--- config.mk ---
export PLATFORM = sky130hd
export DESIGN_NAME = sha256_byte_stream_hasher_top_flat
export DESIGN_NICKNAME = d
export VERILOG_FILES = /design/src/hdl/sha_pkg.sv /design/src/hdl/sha_if.sv /design/src/hdl/sha_ctrl.sv /design/src/hdl/sha_datapath.sv /design/src/hdl/sha256_byte_stream_hasher_top.sv /design/src/flat_wrapper.sv
export SDC_FILE = /design/constraint.sdc
export NUM_CORES = 2
export LEC_CHECK = 0
export BUFFER_PORTS_ARGS = -buffer_cell sky130_fd_sc_hd__buf_2
export CORE_UTILIZATION = 47
export CTS_BUF_LIST = sky130_fd_sc_hd__clkbuf_16
export DETAILED_ROUTE_END_ITERATION = 7
export HOLD_SLACK_MARGIN = 0.02
export SLEW_MARGIN = 30
export SYNTH_ARGS = -nofsm -noshare
export SYNTH_HDL_FRONTEND = slang
export SYNTH_HIERARCHICAL = 1
export SYNTH_SLANG_ARGS = --single-unit
export TNS_END_PERCENT = 5
--- constraint.sdc ---
create_clock -name clock -period 11.53 [get_ports clock]
set_input_delay 1.153 -clock clock [delete_from_list [all_inputs] [get_ports clock]]
set_output_delay 1.153 -clock clock [all_outputs]
set_load 0.01 [all_outputs]
--- src/hdl/sha_pkg.sv ---
// shared types, constants and round-constant lookup for the sha-256 hasher
// no dependencies
package sha_pkg;

   localparam int unsigned WordCount = 8;
   localparam logic [7:0]  PadByte   = 8'h80;
   localparam logic [5:0]  LenPos    = 6'd56;
   localparam logic [5:0]  LastPos   = 6'd63;
   localparam logic [5:0]  PreLenPos = 6'd55;

   typedef enum logic [1:0] {
      SEL_DATA  = 2'd0,
      SEL_PAD80 = 2'd1,
      SEL_ZERO  = 2'd2,
      SEL_LEN   = 2'd3
   } byte_sel_type;

   typedef struct packed {
      logic         write_en;
      byte_sel_type byte_sel;
      logic         count_en;
      logic         len_load;
      logic         len_shift;
      logic         init_work;
      logic         round_en;
      logic [5:0]   rnd;
      logic         add_hash;
      logic         clear_msg;
      logic [2:0]   out_idx;
   } dp_cmd_type;

   function automatic logic [31:0] init_hash(input logic [2:0] idx);
      logic [31:0] v;
      unique case (idx)
         3'd0: v = 32'h6a09e667;
         3'd1: v = 32'hbb67ae85;
         3'd2: v = 32'h3c6ef372;
         3'd3: v = 32'ha54ff53a;
         3'd4: v = 32'h510e527f;
         3'd5: v = 32'h9b05688c;
         3'd6: v = 32'h1f83d9ab;
         3'd7: v = 32'h5be0cd19;
         default: v = 32'h0;
      endcase
      return v;
   endfunction

   function automatic logic [31:0] round_k(input logic [5:0] idx);
      logic [31:0] v;
      unique case (idx)
         6'd0:  v = 32'h428a2f98;  6'd1:  v = 32'h71374491;
         6'd2:  v = 32'hb5c0fbcf;  6'd3:  v = 32'he9b5dba5;
         6'd4:  v = 32'h3956c25b;  6'd5:  v = 32'h59f111f1;
         6'd6:  v = 32'h923f82a4;  6'd7:  v = 32'hab1c5ed5;
         6'd8:  v = 32'hd807aa98;  6'd9:  v = 32'h12835b01;
         6'd10: v = 32'h243185be;  6'd11: v = 32'h550c7dc3;
         6'd12: v = 32'h72be5d74;  6'd13: v = 32'h80deb1fe;
         6'd14: v = 32'h9bdc06a7;  6'd15: v = 32'hc19bf174;
         6'd16: v = 32'he49b69c1;  6'd17: v = 32'hefbe4786;
         6'd18: v = 32'h0fc19dc6;  6'd19: v = 32'h240ca1cc;
         6'd20: v = 32'h2de92c6f;  6'd21: v = 32'h4a7484aa;
         6'd22: v = 32'h5cb0a9dc;  6'd23: v = 32'h76f988da;
         6'd24: v = 32'h983e5152;  6'd25: v = 32'ha831c66d;
         6'd26: v = 32'hb00327c8;  6'd27: v = 32'hbf597fc7;
         6'd28: v = 32'hc6e00bf3;  6'd29: v = 32'hd5a79147;
         6'd30: v = 32'h06ca6351;  6'd31: v = 32'h14292967;
         6'd32: v = 32'h27b70a85;  6'd33: v = 32'h2e1b2138;
         6'd34: v = 32'h4d2c6dfc;  6'd35: v = 32'h53380d13;
         6'd36: v = 32'h650a7354;  6'd37: v = 32'h766a0abb;
         6'd38: v = 32'h81c2c92e;  6'd39: v = 32'h92722c85;
         6'd40: v = 32'ha2bfe8a1;  6'd41: v = 32'ha81a664b;
         6'd42: v = 32'hc24b8b70;  6'd43: v = 32'hc76c51a3;
         6'd44: v = 32'hd192e819;  6'd45: v = 32'hd6990624;
         6'd46: v = 32'hf40e3585;  6'd47: v = 32'h106aa070;
         6'd48: v = 32'h19a4c116;  6'd49: v = 32'h1e376c08;
         6'd50: v = 32'h2748774c;  6'd51: v = 32'h34b0bcb5;
         6'd52: v = 32'h391c0cb3;  6'd53: v = 32'h4ed8aa4a;
         6'd54: v = 32'h5b9cca4f;  6'd55: v = 32'h682e6ff3;
         6'd56: v = 32'h748f82ee;  6'd57: v = 32'h78a5636f;
         6'd58: v = 32'h84c87814;  6'd59: v = 32'h8cc70208;
         6'd60: v = 32'h90befffa;  6'd61: v = 32'ha4506ceb;
         6'd62: v = 32'hbef9a3f7;  6'd63: v = 32'hc67178f2;
         default: v = 32'h0;
      endcase
      return v;
   endfunction

endpackage

--- src/hdl/sha_if.sv ---
// valid/ready channel interfaces for message bytes and digest words
// no dependencies
interface sha_req_if;
   logic       valid;
   logic       ready;
   logic [7:0] data_byte;
   logic       is_last;
   logic       no_byte;
   modport source (output valid, data_byte, is_last, no_byte, input ready);
   modport sink   (input valid, data_byte, is_last, no_byte, output ready);
endinterface

interface sha_rsp_if;
   logic        valid;
   logic        ready;
   logic [31:0] digest_word;
   logic [2:0]  word_number;
   logic        last_word;
   modport source (output valid, digest_word, word_number, last_word, input ready);
   modport sink   (input valid, digest_word, word_number, last_word, output ready);
endinterface

--- src/hdl/sha_ctrl.sv ---
// sequencer for byte loading, padding, compression rounds and digest output
// depends on sha_pkg
module sha_ctrl
   import sha_pkg::*;
(
   input  logic       clock,
   input  logic       reset,
   input  logic       in_valid,
   input  logic       in_last,
   input  logic       in_no_byte,
   output logic       in_ready,
   output logic       out_valid,
   input  logic       out_ready,
   output dp_cmd_type cmd
);

   typedef enum logic [4:0] {
      ST_IDLE  = 5'b00001,
      ST_ROUND = 5'b00010,
      ST_FINAL = 5'b00100,
      ST_PAD   = 5'b01000,
      ST_OUT   = 5'b10000
   } state_type;

   state_type  state_ff, state_in;
   logic [5:0] fill_ff, fill_in;
   logic [5:0] rnd_ff, rnd_in;
   logic [2:0] oidx_ff, oidx_in;
   logic       pad_ff, pad_in;
   logic       sent80_ff, sent80_in;
   logic       lenok_ff, lenok_in;
   logic       pend_ff, pend_in;
   logic       final_ff, final_in;

   always_comb begin
      state_in  = state_ff;
      fill_in   = fill_ff;
      rnd_in    = rnd_ff;
      oidx_in   = oidx_ff;
      pad_in    = pad_ff;
      sent80_in = sent80_ff;
      lenok_in  = lenok_ff;
      pend_in   = pend_ff;
      final_in  = final_ff;
      cmd       = '0;
      cmd.byte_sel = SEL_DATA;
      cmd.rnd     = rnd_ff;
      cmd.out_idx = oidx_ff;
      in_ready  = 1'b0;
      out_valid = 1'b0;
      unique case (state_ff)
         ST_IDLE: begin
            in_ready = 1'b1;
            if (in_valid) begin
               if (!in_no_byte) begin
                  cmd.write_en = 1'b1;
                  cmd.count_en = 1'b1;
                  fill_in = fill_ff + 6'd1;
                  if (fill_ff == LastPos) begin
                     cmd.init_work = 1'b1;
                     pend_in  = in_last;
                     rnd_in   = '0;
                     state_in = ST_ROUND;
                  end else if (in_last) begin
                     pad_in   = 1'b1;
                     state_in = ST_PAD;
                  end
               end else if (in_last) begin
                  pad_in   = 1'b1;
                  state_in = ST_PAD;
               end
            end
         end
         ST_PAD: begin
            cmd.write_en = 1'b1;
            cmd.len_load = !sent80_ff;
            if (!sent80_ff) begin
               cmd.byte_sel = SEL_PAD80;
               sent80_in = 1'b1;
            end else if (lenok_ff && fill_ff >= LenPos) begin
               cmd.byte_sel  = SEL_LEN;
               cmd.len_shift = 1'b1;
            end else begin
               cmd.byte_sel = SEL_ZERO;
            end
            // the length fits once a pad byte lands just ahead of its field
            if (cmd.byte_sel != SEL_LEN && fill_ff == PreLenPos) lenok_in = 1'b1;
            fill_in = fill_ff + 6'd1;
            if (fill_ff == LastPos) begin
               cmd.init_work = 1'b1;
               final_in = (cmd.byte_sel == SEL_LEN);
               rnd_in   = '0;
               state_in = ST_ROUND;
            end
         end
         ST_ROUND: begin
            cmd.round_en = 1'b1;
            rnd_in = rnd_ff + 6'd1;
            if (rnd_ff == LastPos) state_in = ST_FINAL;
         end
         ST_FINAL: begin
            cmd.add_hash = 1'b1;
            if (final_ff) begin
               oidx_in  = '0;
               state_in = ST_OUT;
            end else if (pend_ff) begin
               pend_in  = 1'b0;
               pad_in   = 1'b1;
               state_in = ST_PAD;
            end else if (pad_ff) begin
               state_in = ST_PAD;
            end else begin
               state_in = ST_IDLE;
            end
         end
         ST_OUT: begin
            out_valid = 1'b1;
            if (out_ready) begin
               oidx_in = oidx_ff + 3'd1;
               if (oidx_ff == 3'(WordCount - 1)) begin
                  cmd.clear_msg = 1'b1;
                  fill_in   = '0;
                  pad_in    = 1'b0;
                  sent80_in = 1'b0;
                  lenok_in  = 1'b0;
                  final_in  = 1'b0;
                  state_in  = ST_IDLE;
               end
            end
         end
         default: state_in = ST_IDLE;
      endcase
   end

   always_ff @(posedge clock) begin
      if (reset) begin
         state_ff  <= ST_IDLE;
         fill_ff   <= '0;
         rnd_ff    <= '0;
         oidx_ff   <= '0;
         pad_ff    <= 1'b0;
         sent80_ff <= 1'b0;
         lenok_ff  <= 1'b0;
         pend_ff   <= 1'b0;
         final_ff  <= 1'b0;
      end else begin
         state_ff  <= state_in;
         fill_ff   <= fill_in;
         rnd_ff    <= rnd_in;
         oidx_ff   <= oidx_in;
         pad_ff    <= pad_in;
         sent80_ff <= sent80_in;
         lenok_ff  <= lenok_in;
         pend_ff   <= pend_in;
         final_ff  <= final_in;
      end
   end

endmodule

--- src/hdl/sha_datapath.sv ---
// block window, message schedule, round unit, hash words and length counter
// depends on sha_pkg
module sha_datapath
   import sha_pkg::*;
(
   input  logic        clock,
   input  logic        reset,
   input  dp_cmd_type  cmd,
   input  logic [7:0]  in_byte,
   output logic [31:0] digest_word
);

   logic [511:0] window_ff, window_in;
   logic [31:0]  hash_ff [WordCount];
   logic [31:0]  work_ff [WordCount];
   logic [60:0]  count_ff;
   logic [63:0]  len_ff;
   logic [7:0]   wr_byte;

   logic [31:0] w0, w1, w9, w14, s0, s1, w_new;
   logic [31:0] sig0, sig1, ch, maj, t1, t2;

   function automatic logic [31:0] rotr(input logic [31:0] x, input int unsigned n);
      return (x >> n) | (x << (32 - n));
   endfunction

   always_comb begin
      unique case (cmd.byte_sel)
         SEL_DATA:  wr_byte = in_byte;
         SEL_PAD80: wr_byte = PadByte;
         SEL_ZERO:  wr_byte = 8'h00;
         SEL_LEN:   wr_byte = len_ff[63:56];
         default:   wr_byte = 8'h00;
      endcase
   end

   // schedule taps: w[t-16], w[t-15], w[t-7], w[t-2]
   assign w0    = window_ff[511:480];
   assign w1    = window_ff[479:448];
   assign w9    = window_ff[223:192];
   assign w14   = window_ff[63:32];
   assign s0    = rotr(w1, 7) ^ rotr(w1, 18) ^ (w1 >> 3);
   assign s1    = rotr(w14, 17) ^ rotr(w14, 19) ^ (w14 >> 10);
   assign w_new = w0 + s0 + w9 + s1;

   assign sig1 = rotr(work_ff[4], 6) ^ rotr(work_ff[4], 11) ^ rotr(work_ff[4], 25);
   assign ch   = (work_ff[4] & work_ff[5]) ^ (~work_ff[4] & work_ff[6]);
   assign t1   = work_ff[7] + sig1 + ch + round_k(cmd.rnd) + w0;
   assign sig0 = rotr(work_ff[0], 2) ^ rotr(work_ff[0], 13) ^ rotr(work_ff[0], 22);
   assign maj  = (work_ff[0] & work_ff[1]) ^ (work_ff[0] & work_ff[2]) ^
                 (work_ff[1] & work_ff[2]);
   assign t2   = sig0 + maj;

   always_comb begin
      window_in = window_ff;
      if (cmd.write_en)      window_in = {window_ff[503:0], wr_byte};
      else if (cmd.round_en) window_in = {window_ff[479:0], w_new};
   end

   always_ff @(posedge clock) begin
      window_ff <= window_in;
      if (cmd.len_load)       len_ff <= {count_ff, 3'b000};
      else if (cmd.len_shift) len_ff <= {len_ff[55:0], 8'h00};
      if (cmd.init_work) begin
         for (int i = 0; i < WordCount; i++) work_ff[i] <= hash_ff[i];
      end else if (cmd.round_en) begin
         work_ff[7] <= work_ff[6];
         work_ff[6] <= work_ff[5];
         work_ff[5] <= work_ff[4];
         work_ff[4] <= work_ff[3] + t1;
         work_ff[3] <= work_ff[2];
         work_ff[2] <= work_ff[1];
         work_ff[1] <= work_ff[0];
         work_ff[0] <= t1 + t2;
      end
   end

   always_ff @(posedge clock) begin
      if (reset || cmd.clear_msg) begin
         for (int i = 0; i < WordCount; i++) hash_ff[i] <= init_hash(3'(i));
         count_ff <= '0;
      end else begin
         if (cmd.add_hash) begin
            for (int i = 0; i < WordCount; i++) hash_ff[i] <= hash_ff[i] + work_ff[i];
         end
         if (cmd.count_en) count_ff <= count_ff + 61'd1;
      end
   end

   assign digest_word = hash_ff[cmd.out_idx];

endmodule

--- src/hdl/sha256_byte_stream_hasher_top.sv ---
// sha-256 over a byte stream: at most one message byte per item, eight digest words out
// an item is taken only while idle; each full 64-byte block then runs
// 64 rounds on the single round unit, then one hash update
// a last item adds 1-2 padding blocks (pad bytes to the block end), then 8 words
// synchronous active-high reset loads the initial hash and clears the byte count
// depends on sha_pkg, sha_if, sha_ctrl and sha_datapath
module sha256_byte_stream_hasher_top
   import sha_pkg::*;
(
   input  logic clock,
   input  logic reset,
   sha_req_if.sink   req_ch,
   sha_rsp_if.source rsp_ch
);

   dp_cmd_type cmd;
   logic [31:0] digest_word;

   // sequencer: takes items only between blocks, steps rounds and padding
   sha_ctrl u_ctrl (
      .clock      (clock),
      .reset      (reset),
      .in_valid   (req_ch.valid),
      .in_last    (req_ch.is_last),
      .in_no_byte (req_ch.no_byte),
      .in_ready   (req_ch.ready),
      .out_valid  (rsp_ch.valid),
      .out_ready  (rsp_ch.ready),
      .cmd        (cmd)
   );

   // datapath: 512-bit window doubles as block buffer and schedule shift line
   sha_datapath u_dp (
      .clock       (clock),
      .reset       (reset),
      .cmd         (cmd),
      .in_byte     (req_ch.data_byte),
      .digest_word (digest_word)
   );

   // digest words come straight from the hash registers, held while stalled
   assign rsp_ch.digest_word = digest_word;
   assign rsp_ch.word_number = cmd.out_idx;
   assign rsp_ch.last_word   = (cmd.out_idx == 3'(WordCount - 1));

endmodule
--- src/flat_wrapper.sv ---
// flat-port wrapper written by rule: the top's interface ports become plain ports
module sha256_byte_stream_hasher_top_flat import sha_pkg::*;
  (clock, reset, req_ch_valid, req_ch_data_byte, req_ch_is_last, req_ch_no_byte, req_ch_ready, rsp_ch_valid, rsp_ch_digest_word, rsp_ch_word_number, rsp_ch_last_word, rsp_ch_ready);
  sha_req_if req_ch_i ();
  sha_rsp_if rsp_ch_i ();
  input  logic clock;
  input  logic reset;
  input wire logic [$bits(req_ch_i.valid)-1:0] req_ch_valid;
  input wire logic [$bits(req_ch_i.data_byte)-1:0] req_ch_data_byte;
  input wire logic [$bits(req_ch_i.is_last)-1:0] req_ch_is_last;
  input wire logic [$bits(req_ch_i.no_byte)-1:0] req_ch_no_byte;
  output wire logic [$bits(req_ch_i.ready)-1:0] req_ch_ready;
  output wire logic [$bits(rsp_ch_i.valid)-1:0] rsp_ch_valid;
  output wire logic [$bits(rsp_ch_i.digest_word)-1:0] rsp_ch_digest_word;
  output wire logic [$bits(rsp_ch_i.word_number)-1:0] rsp_ch_word_number;
  output wire logic [$bits(rsp_ch_i.last_word)-1:0] rsp_ch_last_word;
  input wire logic [$bits(rsp_ch_i.ready)-1:0] rsp_ch_ready;
  assign req_ch_i.valid = req_ch_valid;
  assign req_ch_i.data_byte = req_ch_data_byte;
  assign req_ch_i.is_last = req_ch_is_last;
  assign req_ch_i.no_byte = req_ch_no_byte;
  assign req_ch_ready = req_ch_i.ready;
  assign rsp_ch_valid = rsp_ch_i.valid;
  assign rsp_ch_digest_word = rsp_ch_i.digest_word;
  assign rsp_ch_word_number = rsp_ch_i.word_number;
  assign rsp_ch_last_word = rsp_ch_i.last_word;
  assign rsp_ch_i.ready = rsp_ch_ready;
  sha256_byte_stream_hasher_top u_core (.clock(clock), .reset(reset), .req_ch(req_ch_i), .rsp_ch(rsp_ch_i));
endmodule
==> key figures <==
STA
  • Transition time at the pin with the least slew margin: 1130 ps
  • Slew HR: 0.249
  • Final period utilization: 0.769
  • Worst Clk Skew: 43.5 ps
  • Fin. max-slew vios: 0
  • Setup violation total in the final timing report: 0
  • Final hold viol count: 0
  • Setup repair after global routing missed its margin: false
  • Maximum clock rate: 113 MHz
  • Setup_tns: 0 ps
  • Shortest clock period the worst path allows after layout: 8870 ps

Clocking
  • Bufs on Longest Clock Path: 3
  • CTS clock-pin slew for the worst setup and hold paths: 60 ps
  • Hold-fix buffers at CTS: 0
  • Post-CTS setup-driven buffer insertion count: 0
  • Clock Root Buffer: clkbuf_16
  • Total of cells resized after clock tree synthesis: 0
  • TritonCTS clock tree: done
  • Count of clock tree sinks: 1,171
  • Htree depth: 4
  • Latest clock arrival within the worst-skew pair: 810 ps
  • Num CTS Buffers: 140

Yosys
  • Combinational family with the most area after synthesis: simple AND/OR/NAND/NOR gates
  • Synthesized-area fraction occupied by ao, oa, aoi and oai cells: 0.118
  • Area contributors post-synth: edfxtp_1, mux2_2, ha_1
  • Synth Instances: 7,322
  • Share of synthesized cell area in and, or, nand and nor gates: 0.120
  • Post-synthesis mux area share: 0.105
  • Area of the mapped netlist: 78,100 µm²
  • Post-Synth Adder-Cell Area: 0.116
  • Number of synthesis warnings: 6
  • Leading area contributor after synthesis: edfxtp_1
  • Post-Syn Nets: 7,923
  • Synth top area share: 0.417
  • Share of flip-flops with an asynchronous set or reset after synthesis: 0
  • Commonest cells in the netlist: edfxtp_1, nand2_1, mux2_2, inv_1, o21ai_0
  • Main flop type after synthesis: edfxtp_1
  • Fraction of the yosys area taken by sequential cells: 0.439
  • Average cell area after synthesis: 10.7 µm²
  • Number of distinct library cell variants in the gate-level netlist after synthesis: 101
  • Number of storage elements in the synthesis netlist: 1,171
  • Share of the synthesized netlist area taken by xor and xnor gates: 0.0649
  • Most used standard cell by instance count after synthesis: edfxtp_1
  • Number of synthesized flops with an enable pin: 1,085

Routing
  • Via density per instance: 5.98
  • Number of detailed-routing iterations run before antenna repair: 8
  • Detailed-route via count: 57,108
  • Routed wire per std cell: 24.8 µm
  • DRC Markers: 24
  • Final antenna-violating net count: 0
  • Wirelength, routed: 237 mm
  • Starting DRT DRC Count: 6,217

Setup path
  • Cell with the largest stage delay on the worst path: fa_1
  • End of the worst register-to-register path: u_core/u_dp/work_ff[0][30]$_DFFE_PP_
  • Max Fanout on Critical Path: 27
  • Stage delay of the slowest cell on the critical path: 690 ps
  • Nature of the critical path startpoint: flop
  • R2r setup slk: 2660 ps
  • Data arrival time of the critical path: 9410 ps
  • Crit. End Element: flop
  • Required time at the endpoint of the critical path: 12,060 ps
  • Crit Path Class: flop to flop
  • Start of the worst register-to-register path: u_core/u_ctrl/rnd_ff[1]$_SDFFE_PP0P_
  • Depth of the worst register-to-register path: 28

Place
  • Placed cell area: 80,400 µm²
  • Count of buffers from port buffering: 51
  • Number of placed instances, taps included: 9,290
  • Routability congestion estimate: 0.986
  • Post-DP HPWL: 176 mm

Floorplanning
  • Chip Height: 410 µm
  • CORE AREA: 165,000 µm²
  • DIE WIDTH: 410 µm
  • Placement Rows: 149
  • Starting Density: 0.473
  • I/O pin cnt: 52
  • Die footprint: 168,000 µm²

Pwr
  • P_leak: 31.9 nW
  • Overall Power: 14.5 mW
  • Power density of the placed cells: 171 nW/µm²
  • Peak ir drop on the vdd network: 0.000170 V

Worst hold path
  • Instance count along the most critical hold path: 1
  • Kind of path behind the tightest hold check: flop to flop
  • WHS Endpoint: u_core/u_ctrl/lenok_ff$_SDFFE_PP0P_
  • Worst Min Path Start: u_core/u_ctrl/lenok_ff$_SDFFE_PP0P_

Run
  • Number of max-cap violations: 0

Outcome
  • Violations in the final reports: DRC
  • Run status: finished, violations left

Finish
  • Fraction of final layout cells sized beyond drive strength 1: 0.138
  • Synth-to-Final Area Change: 8.88%
  • Final std cells w/o fill: 9,551
  • Fill cells: 14,828
  • Post-route cell area: 85,000 µm²
  • Nets: 7,847

Global route
  • First-pass GRT wire length: 352 mm
  • Largest net degree at the start of global routing: 194
  • Antenna violations before repair: 8
  • Overall Global Routing Usage: 0.277
  • Total overflow reported by the global router: 0
  • Vias in the first global route: 53,968
## per-layer routing
layer,track usage,part of all wire,vias up
li1,-,-,26220
met1,0.413,0.46,28309
met2,0.407,0.43,2237
met3,0.0542,0.083,334
met4,0.0775,0.027,8
met5,0,0.00023,-
## registers in the layout (all words and copies together), names as in the netlist
signal	count
u_core/u_ctrl/state_ff	5
u_core/u_ctrl/pend_ff	1
u_core/u_dp/len_ff	61
u_core/u_dp/work_ff	256
u_core/u_dp/count_ff	61
u_core/u_ctrl/lenok_ff	1
u_core/u_dp/hash_ff	256
u_core/u_ctrl/oidx_ff	3
u_core/u_ctrl/sent80_ff	1
u_core/u_dp/window_ff	512
u_core/u_ctrl/rnd_ff	6
u_core/u_ctrl/fill_ff	6
u_core/u_ctrl/pad_ff	1
u_core/u_ctrl/final_ff	1
## how the worst max path moves through the flow
stage                                              start                                    to  slack [ps]  cells after the start
floorplan                                 req_ch_no_byte    u_core/u_dp/window_ff[0]$_DFFE_PP_        2170                      8
global placement    u_core/u_ctrl/rnd_ff[1]$_SDFFE_PP0P_  u_core/u_dp/work_ff[0][31]$_DFFE_PP_        2850                     33
detailed placement  u_core/u_ctrl/rnd_ff[1]$_SDFFE_PP0P_  u_core/u_dp/work_ff[0][31]$_DFFE_PP_        2830                     33
CTS                 u_core/u_ctrl/rnd_ff[1]$_SDFFE_PP0P_  u_core/u_dp/work_ff[0][31]$_DFFE_PP_        2810                     33
global route        u_core/u_ctrl/rnd_ff[1]$_SDFFE_PP0P_  u_core/u_dp/work_ff[0][31]$_DFFE_PP_        2100                     33
finish              u_core/u_ctrl/rnd_ff[1]$_SDFFE_PP0P_  u_core/u_dp/work_ff[0][30]$_DFFE_PP_        2660                     28
## power breakdown
part	internal (mW)	leakage [nW]	total [mW]	switching (mW)
clock network	2.40	2.30	4.33	1.93
registers	5.12	10.5	5.37	0.254
logic	2.00	19.0	4.83	2.83
## placed cells by master, fill, tap and decap left out, types with 45 or more instances in the layout
cell / instances
o21ai_0: 392
xor2_1: 223
a21o_1: 139
nand2b_1: 73
buf_2: 51
inv_1: 461
nand3_1: 121
a21oi_1: 385
mux2_2: 558
nand4_1: 45
nor2_1: 377
nor3_1: 114
nand2_1: 1056
dfxtp_1: 79
buf_4: 61
and3_1: 56
fa_1: 195
xnor2_1: 350
edfxtp_1: 1085
mux4_2: 69
a211oi_1: 62
nor2b_1: 57
ha_1: 392
o21a_1: 82
clkbuf_16: 140
a31oi_1: 49
## layout make-up
class	instances	area, µm²	area share
Multi-Input combinational cell	5386	40900	0.482
Sequential cell	1171	34300	0.404
Clock buffer	140	3500	0.0412
Tap cell	2189	2740	0.0322
Inverter	424	1590	0.0187
Clock inverter	117	961	0.0113
Timing Repair Buffer	123	946	0.0111
Antenna cell	1	2.50	0.0000294
## stage by stage
stage,utilization,hold slack [ps],setup WS [ps]
after floorplan,-,440,2170
after global placement,0.487,448,2850
after detailed placement,0.488,454,2830
after CTS,0.515,468,2810
after global routing,0.515,491,2100
final,0.515,468,2660
## critical path: cells and delay by family (launching register included)
kind	cells	cell delay, ps
compound gates	13	3550
xor+xnor	1	380
fa+ha+maj	6	2890
buf+inv	4	430
flops	1	310
simple gates	4	1040
## kinds of logic after synthesis
group	Yosys count
buffers and inverters	765
XOR/XNOR	575
flip-flops	1171
adder cells (fa/ha/maj)	609
AO/OA/AOI/OAI	1453
multiplexers	662
AND/OR/NAND/NOR	2087
Power figures use the tool's default switching activity.
